### config.mk
export PLATFORM = sky130hd
export DESIGN_NAME = clock_step_scheduler_with_swing
export DESIGN_NICKNAME = d
export VERILOG_FILES = /design/src/sv/css_pkg.sv /design/src/sv/css_step_logic.sv /design/src/sv/clock_step_scheduler_with_swing.sv
export SDC_FILE = /design/constraint.sdc
export NUM_CORES = 1
export LEC_CHECK = 0
export BUFFER_PORTS_ARGS = -buffer_cell sky130_fd_sc_hd__buf_2
export CAP_MARGIN = 0
export CORE_MARGIN = 8
export CORE_UTILIZATION = 33
export DETAILED_ROUTE_END_ITERATION = 7
export PLACE_DENSITY_LB_ADDON = 0.25
export SKIP_LAST_GASP = 1
export SYNTH_ARGS = -nofsm -noshare
export SYNTH_HDL_FRONTEND = slang
export SYNTH_SLANG_ARGS = --single-unit
### constraint.sdc
create_clock -name clk -period 4.2 [get_ports clk]
set_input_delay 0.21 -clock clk [delete_from_list [all_inputs] [get_ports clk]]
set_output_delay 0.21 -clock clk [all_outputs]
set_load 0.01 [all_outputs]
### src/sv/css_pkg.sv
// Shared types, widths and event codes for the clock step scheduler.
`default_nettype none

package css_pkg;

    // Default configuration of the scheduler
    localparam int DEF_PULSES_PER_STEP = 6;
    localparam int DEF_MAX_SWING       = 5;
    localparam int DEF_STEP_LIMIT      = 64;

    // Fixed widths, sized for the full parameter ranges
    localparam int PHASE_W = 5;    // pulse phase, up to 23
    localparam int POS_W   = 7;    // step position, below a 7 bit step count
    localparam int SWING_W = 6;    // signed swing, up to +/-23
    localparam int CD_W    = 5;    // late step countdown, up to 23
    localparam int SUM_W   = 7;    // phase plus early amount
    localparam int CNT_W   = 7;    // step_count register
    localparam int OP_W    = 3;
    localparam int STEP_W  = 6;    // reported step index
    localparam int SNOW_W  = 4;    // reported swing

    localparam logic [CNT_W-1:0] STEP_COUNT_RESET = 7'd16;

    // Transport event codes
    typedef enum logic [OP_W-1:0] {
        OP_CLOCK      = 3'd0,
        OP_START      = 3'd1,
        OP_CONTINUE   = 3'd2,
        OP_STOP       = 3'd3,
        OP_SWING_DOWN = 3'd4,
        OP_SWING_UP   = 3'd5
    } css_op_t;

    // Transport and swing state
    typedef struct packed {
        logic                      running;
        logic [PHASE_W-1:0]        phase;
        logic [POS_W-1:0]          position;
        logic [POS_W-1:0]          last_played;
        logic signed [SWING_W-1:0] swing;
        logic                      pend_valid;
        logic [POS_W-1:0]          pend_step;
        logic [CD_W-1:0]           pend_count;
        logic                      early_valid;
        logic [POS_W-1:0]          early_step;
    } css_state_t;

    // One result transaction
    typedef struct packed {
        logic               play_valid;
        logic [STEP_W-1:0]  play_step;
        logic               notes_off;
        logic [SNOW_W-1:0]  swing_now;
        logic               running_now;
    } css_result_t;

    // Reset value of the state
    localparam css_state_t STATE_RESET = '{
        running:     1'b0,
        phase:       '0,
        position:    '0,
        last_played: '0,
        swing:       '0,
        pend_valid:  1'b0,
        pend_step:   '0,
        pend_count:  '0,
        early_valid: 1'b0,
        early_step:  '0
    };

endpackage

`default_nettype wire

### src/sv/css_step_logic.sv
// Single-pass next-state and result logic for one transport event.
`default_nettype none

module css_step_logic
    import css_pkg::*;
#(
    parameter int PULSES_PER_STEP = DEF_PULSES_PER_STEP,
    parameter int MAX_SWING       = DEF_MAX_SWING,
    parameter int STEP_LIMIT      = DEF_STEP_LIMIT
)
(
    input  wire logic [OP_W-1:0]  op,
    input  wire logic [CNT_W-1:0] step_count,
    input  wire css_state_t       state,
    output css_state_t            state_next,
    output css_result_t           result
);

    localparam int MultMax = (PULSES_PER_STEP - 1 + MAX_SWING) / PULSES_PER_STEP;
    localparam logic signed [SWING_W-1:0] SwingMax = SWING_W'(MAX_SWING);
    localparam logic signed [SWING_W-1:0] SwingMin = -SWING_W'(MAX_SWING);
    localparam logic [PHASE_W-1:0] PhaseLast = PHASE_W'(PULSES_PER_STEP - 1);
    localparam logic [8:0] StepLim = 9'(STEP_LIMIT);

    logic [8:0]       count_ext;
    logic [POS_W-1:0] steps;

    // Clamp the step count to the step limit
    always_comb
    begin
        count_ext = 9'(step_count);
        steps     = (count_ext > StepLim) ? POS_W'(StepLim) : POS_W'(count_ext);
    end

    // Wrap position plus one at the step count
    function automatic logic [POS_W-1:0] next_pos(input logic [POS_W-1:0] pos,
                                                  input logic [POS_W-1:0] cnt);
        logic [POS_W:0] n;
        begin
            n = {1'b0, pos} + (POS_W+1)'(1);
            next_pos = (n >= {1'b0, cnt}) ? '0 : POS_W'(n);
        end
    endfunction

    css_state_t       st;
    logic             play;
    logic [POS_W-1:0] play_pos;
    logic             notes;
    logic [SWING_W-1:0] early_amt;
    logic [SUM_W-1:0] early_sum;
    logic             early_hit;
    logic [POS_W-1:0] up;
    logic             swing_neg;
    logic             swing_pos;

    // Apply one event to the state
    always_comb
    begin
        st        = state;
        play      = 1'b0;
        play_pos  = '0;
        notes     = 1'b0;
        swing_neg = state.swing[SWING_W-1];
        swing_pos = !state.swing[SWING_W-1] && (state.swing != '0);
        early_amt = SWING_W'(-state.swing);
        early_sum = '0;
        early_hit = 1'b0;
        up        = '0;

        unique case (op)
            OP_CLOCK:
            begin
                if (state.running)
                begin
                    // advance the pulse phase
                    st.phase = (state.phase == PhaseLast) ? '0 : state.phase + PHASE_W'(1);

                    // release a late step whose countdown runs out
                    if (state.pend_valid)
                    begin
                        if (state.pend_count <= CD_W'(1))
                        begin
                            play          = 1'b1;
                            play_pos      = state.pend_step;
                            st.pend_valid = 1'b0;
                            st.pend_step  = '0;
                            st.pend_count = '0;
                        end
                        else
                        begin
                            st.pend_count = state.pend_count - CD_W'(1);
                        end
                    end

                    // play an odd step early under negative swing
                    early_sum = SUM_W'(st.phase) + SUM_W'(early_amt);
                    for (int k = 0; k <= MultMax; k++)
                    begin
                        if (early_sum == SUM_W'(k * PULSES_PER_STEP))
                            early_hit = 1'b1;
                    end
                    up = next_pos(state.position, steps);
                    if (swing_neg && !state.early_valid && steps != '0 && early_hit
                        && up[0])
                    begin
                        play           = 1'b1;
                        play_pos       = up;
                        st.early_valid = 1'b1;
                        st.early_step  = up;
                    end

                    // step boundary
                    if (st.phase == '0 && steps != '0)
                    begin
                        st.position = next_pos(state.position, steps);
                        if (st.early_valid && st.early_step == st.position)
                        begin
                            st.early_valid = 1'b0;
                            st.early_step  = '0;
                        end
                        else if (swing_pos && st.position[0])
                        begin
                            st.pend_valid = 1'b1;
                            st.pend_step  = st.position;
                            st.pend_count = CD_W'(state.swing);
                        end
                        else
                        begin
                            play     = 1'b1;
                            play_pos = st.position;
                        end
                    end
                end
            end
            OP_START, OP_STOP:
            begin
                st         = STATE_RESET;
                st.swing   = state.swing;
                st.running = (op == OP_START);
                notes      = 1'b1;
            end
            OP_CONTINUE:
            begin
                st             = STATE_RESET;
                st.running     = 1'b1;
                st.phase       = state.phase;
                st.position    = state.last_played;
                st.last_played = state.last_played;
                st.swing       = state.swing;
            end
            OP_SWING_DOWN, OP_SWING_UP:
            begin
                st             = STATE_RESET;
                st.running     = state.running;
                st.phase       = state.phase;
                st.position    = state.position;
                st.last_played = state.last_played;
                if (op == OP_SWING_DOWN && state.swing > SwingMin)
                    st.swing = state.swing - SWING_W'(1);
                else if (op == OP_SWING_UP && state.swing < SwingMax)
                    st.swing = state.swing + SWING_W'(1);
                else
                    st.swing = state.swing;
            end
            default:
            begin
                st = state;
            end
        endcase

        // the last play of the event wins
        if (play)
            st.last_played = play_pos;

        state_next         = st;
        result.play_valid  = play;
        result.play_step   = play ? STEP_W'(play_pos) : '0;
        result.notes_off   = notes;
        result.swing_now   = SNOW_W'(st.swing);
        result.running_now = st.running;
    end

endmodule

`default_nettype wire

### src/sv/clock_step_scheduler_with_swing.sv
// Top level of the transport clock step scheduler with swing.
// The accepted event is held in the input register; its result loads into the
// result register once that register is empty or is being read out.
// Throughput: one event per cycle, set by the single-pass step rule; the input
// stalls only while the input register is full and the result waits under out_stall.
// Reset: asynchronous, clears the transport state and swing, step_count returns to 16.
`default_nettype none

module clock_step_scheduler_with_swing
    import css_pkg::*;
#(
    parameter int PULSES_PER_STEP = DEF_PULSES_PER_STEP,
    parameter int MAX_SWING       = DEF_MAX_SWING,
    parameter int STEP_LIMIT      = DEF_STEP_LIMIT
)
(
    input  wire logic              clk,
    input  wire logic              rst_n,
    input  wire logic              step_count_we,
    input  wire logic [CNT_W-1:0]  step_count_wdata,
    input  wire logic              in_valid,
    output logic                   in_stall,
    input  wire logic [OP_W-1:0]   event_opcode,
    output logic                   out_valid,
    input  wire logic              out_stall,
    output logic                   play_valid,
    output logic [STEP_W-1:0]      play_step,
    output logic                   notes_off,
    output logic signed [SNOW_W-1:0] swing_now,
    output logic                   running_now
);

    logic [CNT_W-1:0] step_count_reg;
    logic [OP_W-1:0]  op_reg;
    logic             stage_valid_reg;
    logic             stage_valid_next;
    css_state_t       state_reg;
    css_state_t       state_next;
    css_result_t      result;
    css_result_t      out_reg;
    logic             out_valid_reg;
    logic             out_valid_next;
    logic             out_free;
    logic             in_accept;
    logic             advance;

    // Handshake between input register and result register
    assign out_free  = !out_valid_reg || !out_stall;
    assign in_stall  = stage_valid_reg && !out_free;
    assign in_accept = in_valid && !in_stall;
    assign advance   = stage_valid_reg && out_free;

    always_comb
    begin
        stage_valid_next = stage_valid_reg;
        if (in_accept)
            stage_valid_next = 1'b1;
        else if (advance)
            stage_valid_next = 1'b0;

        out_valid_next = out_valid_reg;
        if (advance)
            out_valid_next = 1'b1;
        else if (!out_stall)
            out_valid_next = 1'b0;
    end

    // Hold the step count register
    always_ff @(posedge clk or negedge rst_n)
    begin
        if (!rst_n)
            step_count_reg <= STEP_COUNT_RESET;
        else if (step_count_we)
            step_count_reg <= step_count_wdata;
    end

    // Compute the next state and result of the registered event
    css_step_logic #(
        .PULSES_PER_STEP(PULSES_PER_STEP),
        .MAX_SWING      (MAX_SWING),
        .STEP_LIMIT     (STEP_LIMIT)
    ) u_step (
        .op        (op_reg),
        .step_count(step_count_reg),
        .state     (state_reg),
        .state_next(state_next),
        .result    (result)
    );

    // Advance control and state
    always_ff @(posedge clk or negedge rst_n)
    begin
        if (!rst_n)
        begin
            stage_valid_reg <= 1'b0;
            out_valid_reg   <= 1'b0;
            state_reg       <= STATE_RESET;
        end
        else
        begin
            stage_valid_reg <= stage_valid_next;
            out_valid_reg   <= out_valid_next;
            if (advance)
                state_reg <= state_next;
        end
    end

    // Capture input and result payloads
    always_ff @(posedge clk)
    begin
        if (in_accept)
            op_reg <= event_opcode;
        if (advance)
            out_reg <= result;
    end

    // Drive the result ports
    assign out_valid   = out_valid_reg;
    assign play_valid  = out_reg.play_valid;
    assign play_step   = out_reg.play_step;
    assign notes_off   = out_reg.notes_off;
    assign swing_now   = out_reg.swing_now;
    assign running_now = out_reg.running_now;

    // Late and early steps never coexist
    a_pend_early_excl: assert property (@(posedge clk) disable iff (!rst_n)
        !(state_reg.pend_valid && state_reg.early_valid))
        else $error("late and early step both outstanding");

    // A late step only exists under positive swing
    a_pend_swing: assert property (@(posedge clk) disable iff (!rst_n)
        state_reg.pend_valid |-> (!state_reg.swing[SWING_W-1] && state_reg.swing != '0))
        else $error("late step without positive swing");

    // Phase stays below one step
    a_phase_range: assert property (@(posedge clk) disable iff (!rst_n)
        state_reg.phase < PHASE_W'(PULSES_PER_STEP))
        else $error("pulse phase out of range");

    // A played step implies a running transport and no notes off
    a_play_running: assert property (@(posedge clk) disable iff (!rst_n)
        (out_valid_reg && out_reg.play_valid) |-> (out_reg.running_now && !out_reg.notes_off))
        else $error("step played while stopped or on notes off");

    // A result transaction follows each advance of the input register
    a_advance_out: assert property (@(posedge clk) disable iff (!rst_n)
        advance |=> out_valid_reg)
        else $error("result lost after advance");

endmodule

`default_nettype wire

# Word-level counts from Yosys, hierarchy flattened
# Cells that the tools add are included.
dict set report word_totals {
  ff_bits 72
  inputBits 15
  out_inout_bits 15
}
dict set report op_classes {
  n_addsub 7
  magnitude_cmp 5
  n_eq_ne 12
  mux 48
  bitwise_logic 2
  n_reduce_logical 39
}
# cell count
set op_table {}
lappend op_table {{$mux W7} 12}
lappend op_table {{$mux W21} 2}
lappend op_table {{$pmux W21 S2} 1}
lappend op_table {{$mux W8} 5}
lappend op_table {{$mux W13} 3}
lappend op_table {{$pmux W12 S3} 1}
lappend op_table {{$pmux W13 S2} 1}
lappend op_table {{$mux W1} 17}
lappend op_table {{$logic_and A1 B1 Y1} 13}
lappend op_table {{$mux W12} 1}
lappend op_table {{$mux W6} 2}
lappend op_table {{$reduce_and A4 Y1} 3}
lappend op_table {{$mux W5} 2}
lappend op_table {{$reduce_bool A2 Y1} 5}
lappend op_table {{$add A7 B1 Y8 const B} 1}
lappend op_table {{$ge A8 B7 Y1} 1}
lappend op_table {{$add A5 B6 Y7} 1}
lappend op_table {{$eq A7 B3 Y1 const B} 1}
lappend op_table {{$eq A7 B7 Y1} 1}
lappend op_table {{$gt A7 B7 Y1 const B} 1}
lappend op_table {{$logic_not A7 Y1} 1}
lappend op_table {{$reduce_bool A7 Y1} 1}
lappend op_table {{$add A6 B2 Y6 const B} 1}
lappend op_table {{$eq A3 B2 Y1 const B} 2}
lappend op_table {{23 further kinds} 34}

# Longest topological paths before layout
dict set report logic_depth {
  word_depth 21
  mapped_depth 18
  depth_no_buf 16
}

# By module
# A second synthesis with hierarchy kept.
dict set report hier_totals {
  hier_cells 490
  area_unflattened_um2 4973.5
}
# mod instances cells_per_inst area_per_inst_um2
set modules_own_cells {}
lappend modules_own_cells {clock_step_scheduler_with_swing 1 138 2672.6}
lappend modules_own_cells {css_step_logic 1 352 2301.0}

# Least setup slack after synthesis
# No wires, ideal clock.
dict set report synth_path {
  path_kind {reg2reg}
  from {register state_reg[34] (netlist bit)}
  to {register state_reg[2] (netlist bit)}
  arrival_time_ps 3525
  required_ps 4079
  setup_slack_ps 554
  stages_incl_launch_ff 16
  path_buffers 1
  period_less_slack_ps 3646
  path_cell_list {dfrtp_1 buf_2 nand2_1 or3_1 and2_4 inv_1 ha_1 nand3_1 nor2_1 a32oi_1 nand3_1 a221o_1 nor4b_4 nand2_2 a31o_4 a22o_1}
}
dict set report synth_via {
  elab_chain_len 13
}
# element line
set synth_rtl {}
lappend synth_rtl {{from (decl)} clock_step_scheduler_with_swing.sv:37} ;# css_state_t state_reg;
lappend synth_rtl {{from (signal assigned)} clock_step_scheduler_with_swing.sv:104} ;# state_reg <= state_next;
lappend synth_rtl {{$add A7 B1 Y8 (*)} css_step_logic.sv:40} ;# n = {1'b0, pos} + (POS_W+1)'(1);
lappend synth_rtl {{$ge A8 B7 Y1} css_step_logic.sv:41} ;# next_pos = (n >= {1'b0, cnt}) ? '0 : POS_W'(n);
lappend synth_rtl {{$mux W7 (*)} css_step_logic.sv:41}
lappend synth_rtl {{$logic_and A1 B1 Y1} css_step_logic.sv:104} ;# && up[0])
lappend synth_rtl {{$mux W8} css_step_logic.sv:103} ;# if (swing_neg && !state.early_valid && steps != '0 && early_hit
lappend synth_rtl {{$mux W8} css_step_logic.sv:73} ;# if (state.running)
lappend synth_rtl {{$mux W8} css_step_logic.sv:70} ;# unique case (op)
lappend synth_rtl {{$eq A7 B7 Y1} css_step_logic.sv:116} ;# if (st.early_valid && st.early_step == st.position)
lappend synth_rtl {{$logic_and A1 B1 Y1} css_step_logic.sv:116}
lappend synth_rtl {{$mux W8} css_step_logic.sv:116}
lappend synth_rtl {{$mux W21 (*)} css_step_logic.sv:113} ;# if (st.phase == '0 && steps != '0)
lappend synth_rtl {{$mux W21 (*)} css_step_logic.sv:73}
lappend synth_rtl {{$pmux W21 S2 (*)} css_step_logic.sv:70}
# Mark *: on every way between the ends. The rest lies on a longest branch, timed or not. The select of a mux whose other input is x is not followed.
# A chain may end at the register's enable or synchronous reset.

# Final worst setup path
dict set report layout_path {
  from {register state_reg[42] (netlist bit)}
  to {register out_reg (netlist bit play_step[5]) (data pin)}
}
dict set report layout_via {
  elab_chain_len 19
  word_cells_on_any_way 31
  classes_between {2 x add/sub; 3 x eq/ne; 20 x mux; 6 x reduce/logical}
}
# element line
set layout_rtl {}
lappend layout_rtl {{$add A5 B1 Y5 or $eq A5 B3 Y1 (tied branches)} css_step_logic.sv:76} ;# st.phase = (state.phase == PhaseLast) ? '0 : state.phase + PHASE_W'(1);
lappend layout_rtl {{$mux W5 (*)} css_step_logic.sv:76}
lappend layout_rtl {{$add A5 B6 Y7} css_step_logic.sv:96} ;# early_sum = SUM_W'(st.phase) + SUM_W'(early_amt);
lappend layout_rtl {{$logic_not A7 Y1} css_step_logic.sv:99} ;# if (early_sum == SUM_W'(k * PULSES_PER_STEP))
lappend layout_rtl {{$mux W1 (2 in a row)} css_step_logic.sv:99}
lappend layout_rtl {{$mux W1} css_step_logic.sv:73}
lappend layout_rtl {{$mux W1} css_step_logic.sv:70}
lappend layout_rtl {{$logic_and A1 B1 Y1} css_step_logic.sv:103}
lappend layout_rtl {{(+2 left out)} --}
lappend layout_rtl {{$mux W8} css_step_logic.sv:73}
lappend layout_rtl {{$mux W8} css_step_logic.sv:70}
lappend layout_rtl {{$eq A7 B7 Y1} css_step_logic.sv:116}
lappend layout_rtl {{$logic_and A1 B1 Y1} css_step_logic.sv:116}
lappend layout_rtl {{$mux W7 or $mux W1 (tied branches)} css_step_logic.sv:116}
lappend layout_rtl {{$mux W7 or $mux W1 (tied branches)} css_step_logic.sv:113}
lappend layout_rtl {{$mux W7 or $mux W1 (tied branches)} css_step_logic.sv:73}
lappend layout_rtl {{$mux W7 or $mux W1 (tied branches)} css_step_logic.sv:70}
lappend layout_rtl {{to (signal assigned)} clock_step_scheduler_with_swing.sv:114} ;# out_reg <= result;
lappend layout_rtl {{to (decl)} clock_step_scheduler_with_swing.sv:40} ;# css_result_t out_reg;
# Marked as above.

==> flow_metrics.tcl <==
set metrics [dict create \
    run_status "completed" \
    worst_slew_pin_slew_ns 1.09 \
    total_power_mw 3.44 \
    mappedNetlistArea_sq_um 4600 \
    final_core_util_pct 38.6 \
    power.clock.fraction_pct 21.6 \
    cts_num_sinks 72 \
    maxSlewViolCount 0 \
    grt_start_max_net_pins 57 \
    globalRoute.totalOverflow 0 \
    grt.total_usage_pct 14.5 \
    synth.yosys.seq_area_share_pct 41.0 \
    drtIter0Drc 366 \
    internal_power_mw 1.97 \
    floorplan.die_area_sq_um 18000 \
    cts-htree-levels 3 \
    synth.area.mux_share_pct 4.16 \
    setup_viol_count_final 0 \
    combined_area_of_the_multi_input_logic_cells_sq_um 2610 \
    synth.ff_latch_count 72 \
    maxCapViolations 0 \
    final.fill_count 1398 \
    numCtsBuffers 9 \
    antenna_found_initial 0 \
    worst_clock_skew_on_the_final_layout_ns 0.00674 \
    synth_simple_gate_area_share_pct 23.0 \
    clk-insertion-delay-late_ns 0.34 \
    final_cell_count_no_fill 714 \
    layout-drive-gt1-share_pct 16.5 \
    dp.final_hpwl_mm 9.38 \
    detailroute.via_count 3868 \
    share_of_the_cycle_needed_by_the_critical_path_after_routing_pct 94.1 \
    route.antenna.remaining_nets 0 \
    clock_tree.root_cell "clkbuf_16" \
    setup_repair_after_global_routing_missed_its_margin "true" \
    relSlewSlack_pct 27.1 \
    diodes 0 \
    finalWirelength_mm 12.4 \
    yosys_warnings 0 \
    post_synth_xor_area_fraction_pct 3.05 \
    required_ns 4.29 \
    num-nets-final 566 \
    final_area_sq_um 5320 \
    final.setup.worst_slack_ns 0.246 \
    die-width_microns 134 \
    numPlacedInstances 696 \
    total_switching_power_mw 1.47 \
    die_extent_in_y_microns 134 \
    cts.reportedPaths.clkPinSlew_ns 0.06 \
    setup.worst_path.start_class "flop" \
    timing.fmax_mhz 253 \
    fp.coreArea_sq_um 13800 \
    effective_utilization_at_floorplan_pct 33.4 \
    timing.critical_path.arrival_ns 4.04 \
    seqCellArea_sq_um 1880 \
    boundaryPins 30 \
    leakage_nw 2.23 \
    clock_path_buffers 2 \
    clock_tree_from_tritoncts "built" \
    drt-vias-per-instance 5.42 \
    post_dp_cell_area_sq_um 4980 \
    avgSynthCellArea_sq_um 9.33 \
    setup.worst_path.class "reg2reg" \
    first_global_vias 3923 \
    logic_pwr_share_pct 50.4 \
    wire_per_inst_microns 17.3 \
    main_flop_type_after_synthesis "dfrtp_1" \
    post-place-ws_ns 0.119 \
    post-route-drc-count 0 \
    final_hold_viol_count 0 \
    postSynthNetCount 530 \
    place.port_buffers 29 \
    drt_pass1_iterations 5 \
    netSwitchingFraction_pct 42.6 \
    pwr_density_cell_nw_per_um2 646 \
    row_count 43 \
    power.sequential.fraction_pct 28.0 \
    synth_cell_type_count 71 \
    netlist_instances 493 \
    area_overhead_vs_synth_pct 15.7 \
    min-delay-path-class "in2async" \
    largest_register_ffs 47 \
    worst_hold_slack_ns 0.0234 \
    ir_drop_v 0.000244 \
    finalCriticalPeriod_ns 3.95 \
    place_congestion 0.949 \
    timing.critical_path.to_type "flop" \
    totalNegativeSetupSlack_ns 0 \
    synth_edf_count 16 \
    synth_top_family_by_area "simple AND/OR/NAND/NOR gates" \
    ys_async_sr_fraction_pct 77.8 \
    grt_first_pass_wirelength_mm 20.5 \
    synth_compound_area_share_pct 19.3 \
    cp_max_fo 8 \
    yosys.area_share.adder_pct 6.15 \
]
==> cell usage after synthesis (3+ instances only) <==
master     count  area share [%]
a32oi_1        3            0.57
a22oi_1        6            0.98
xor2_1         5            0.95
nor4_1         6            0.82
nand3b_1       3            0.49
mux2i_1        9             2.0
or3_1          9             1.2
nand3_1       20             2.2
ha_1          21             5.7
a21oi_1       26             2.8
a22o_1         6             1.1
dfrtp_1       55              30
o2bb2ai_1     10             1.9
a21o_1         4            0.65
and2_1         5            0.68
clkbuf_1      12            0.98
nand2b_1      10             1.4
xnor2_1       11             2.1
o31ai_1        8             1.3
nor2b_1        5            0.68
o21a_1         3            0.49
o21ai_1        8            0.87
or4_1          3            0.49
nand2_1       62             5.1
nor2_1        36             2.9
o22ai_1        6            0.82
nor3_1        16             1.7
and3_1         6            0.82
inv_1         20             1.6
edfxtp_1      16              10
o21ai_0       25             2.7
mux2_2         9             2.2
==> metal layers <==
layer	up-vias	part of all wire (%)	routed length [microns]	global-route usage [%]
li1	1884	-	-	-
met2	103	45	5580	22.3
met3	23	4.1	513	2.58
met5	-	0	0	0
met4	0	2.8	352	7.55
met1	1858	48	5910	19.0
==> layout make-up <==
type | count | area share [%]
Multi-Input combinational cell | 382 | 49.0
Sequential cell | 72 | 35.4
Clock buffer | 15 | 4.66
Timing Repair Buffer | 42 | 4.56
Tap cell | 180 | 4.23
Inverter | 22 | 1.55
Clock inverter | 1 | 0.564
==> worst max-delay path, stage by stage (launching register included) <==
cell and delay, ns:
dfrtp_1 0.44, inv_1 0.08, ha_1 0.16, and4bb_1 0.30, nor2_1 0.07, ha_1 0.21, fa_1 0.47, and3_1 0.22
a2111oi_2 0.35, o311a_1 0.28, nand4_4 0.19, nor2b_1 0.20, or2_1 0.33, a32oi_2 0.31, nor2_1 0.09
==> what timing repair did <==
action / CTS / global route
gates resized for setup: 0 / 9
endpoints found under the setup margin: 0 / 25
hold buffers: 0 / 0
hold endpoints to repair: 0 / 0
setup buffers: 0 / 2
==> path summary, 6_finish.rpt <==
check                                              to  slack (ns)  cells after the start                      start
max reg2reg                play_step[5]$_SDFFCE_PN0P_        0.25                     14  state_reg[42]$_DFFE_PN0P_
max                        play_step[5]$_SDFFCE_PN0P_        0.25                     14  state_reg[42]$_DFFE_PN0P_
min reg2reg                 state_reg[13]$_DFFE_PN0P_        0.49                      2  state_reg[13]$_DFFE_PN0P_
min in group clk                  op_reg[2]$_DFFE_PP_        0.04                      1            event_opcode[2]
min                         state_reg[25]$_DFFE_PN0P_        0.02                      2                      rst_n
max in group asynchronous   state_reg[41]$_DFFE_PN0P_        3.66                      2                      rst_n
==> cell usage in the layout (no fill, tap or decap), types with 3 or more instances in the layout <==
cell type  Yosys  layout
nand2_1       62      62
dfrtp_1       55      54
nor2_1        36      36
buf_2          2      29
a21oi_1       26      26
o21ai_0       25      25
ha_1          21      21
inv_1         20      20
nand3_1       20      20
nor3_1        16      16
edfxtp_1      16      16
buf_4          2      13
xnor2_1       11      11
nand2b_1      10      10
o2bb2ai_1     10      10
or3_1          9       9
mux2_2         9       9
mux2i_1        9       9
clkbuf_16      0       9
o21ai_1        8       8
o31ai_1        8       7
and3_1         6       6
a22o_1         6       6
o22ai_1        6       6
nor4_1         6       6
clkbuf_1      12       6
nor2b_1        5       5
and2_1         5       5
xor2_1         5       4
a21o_1         4       4
a22oi_1        6       4
o21a_1         3       3
nand3b_1       3       3
or4_1          3       3
==> power groups by stage <==
stage	clock [mW]	sequential, mW	combinational (mW)
after detailed placement	0	0.967	1.66
after global placement	0	0.963	1.66
final	0.743	0.963	1.73
after CTS	0.766	0.956	1.68
after global routing	0.792	0.981	1.93
after floorplan	0	0.922	1.28
==> cell families (layout without fill, tap and decap cells) <==
family	count (synthesis)	count (layout)
DFF	72	72
adders and majority gates	22	22
muxes	18	18
and+or+nand+nor	201	201
buffers and inverters	39	80
xor gates and xnor gates	16	16
AOI/OAI and AO/OA	125	125
No activity file was read; power rests on OpenSTA's default activity.
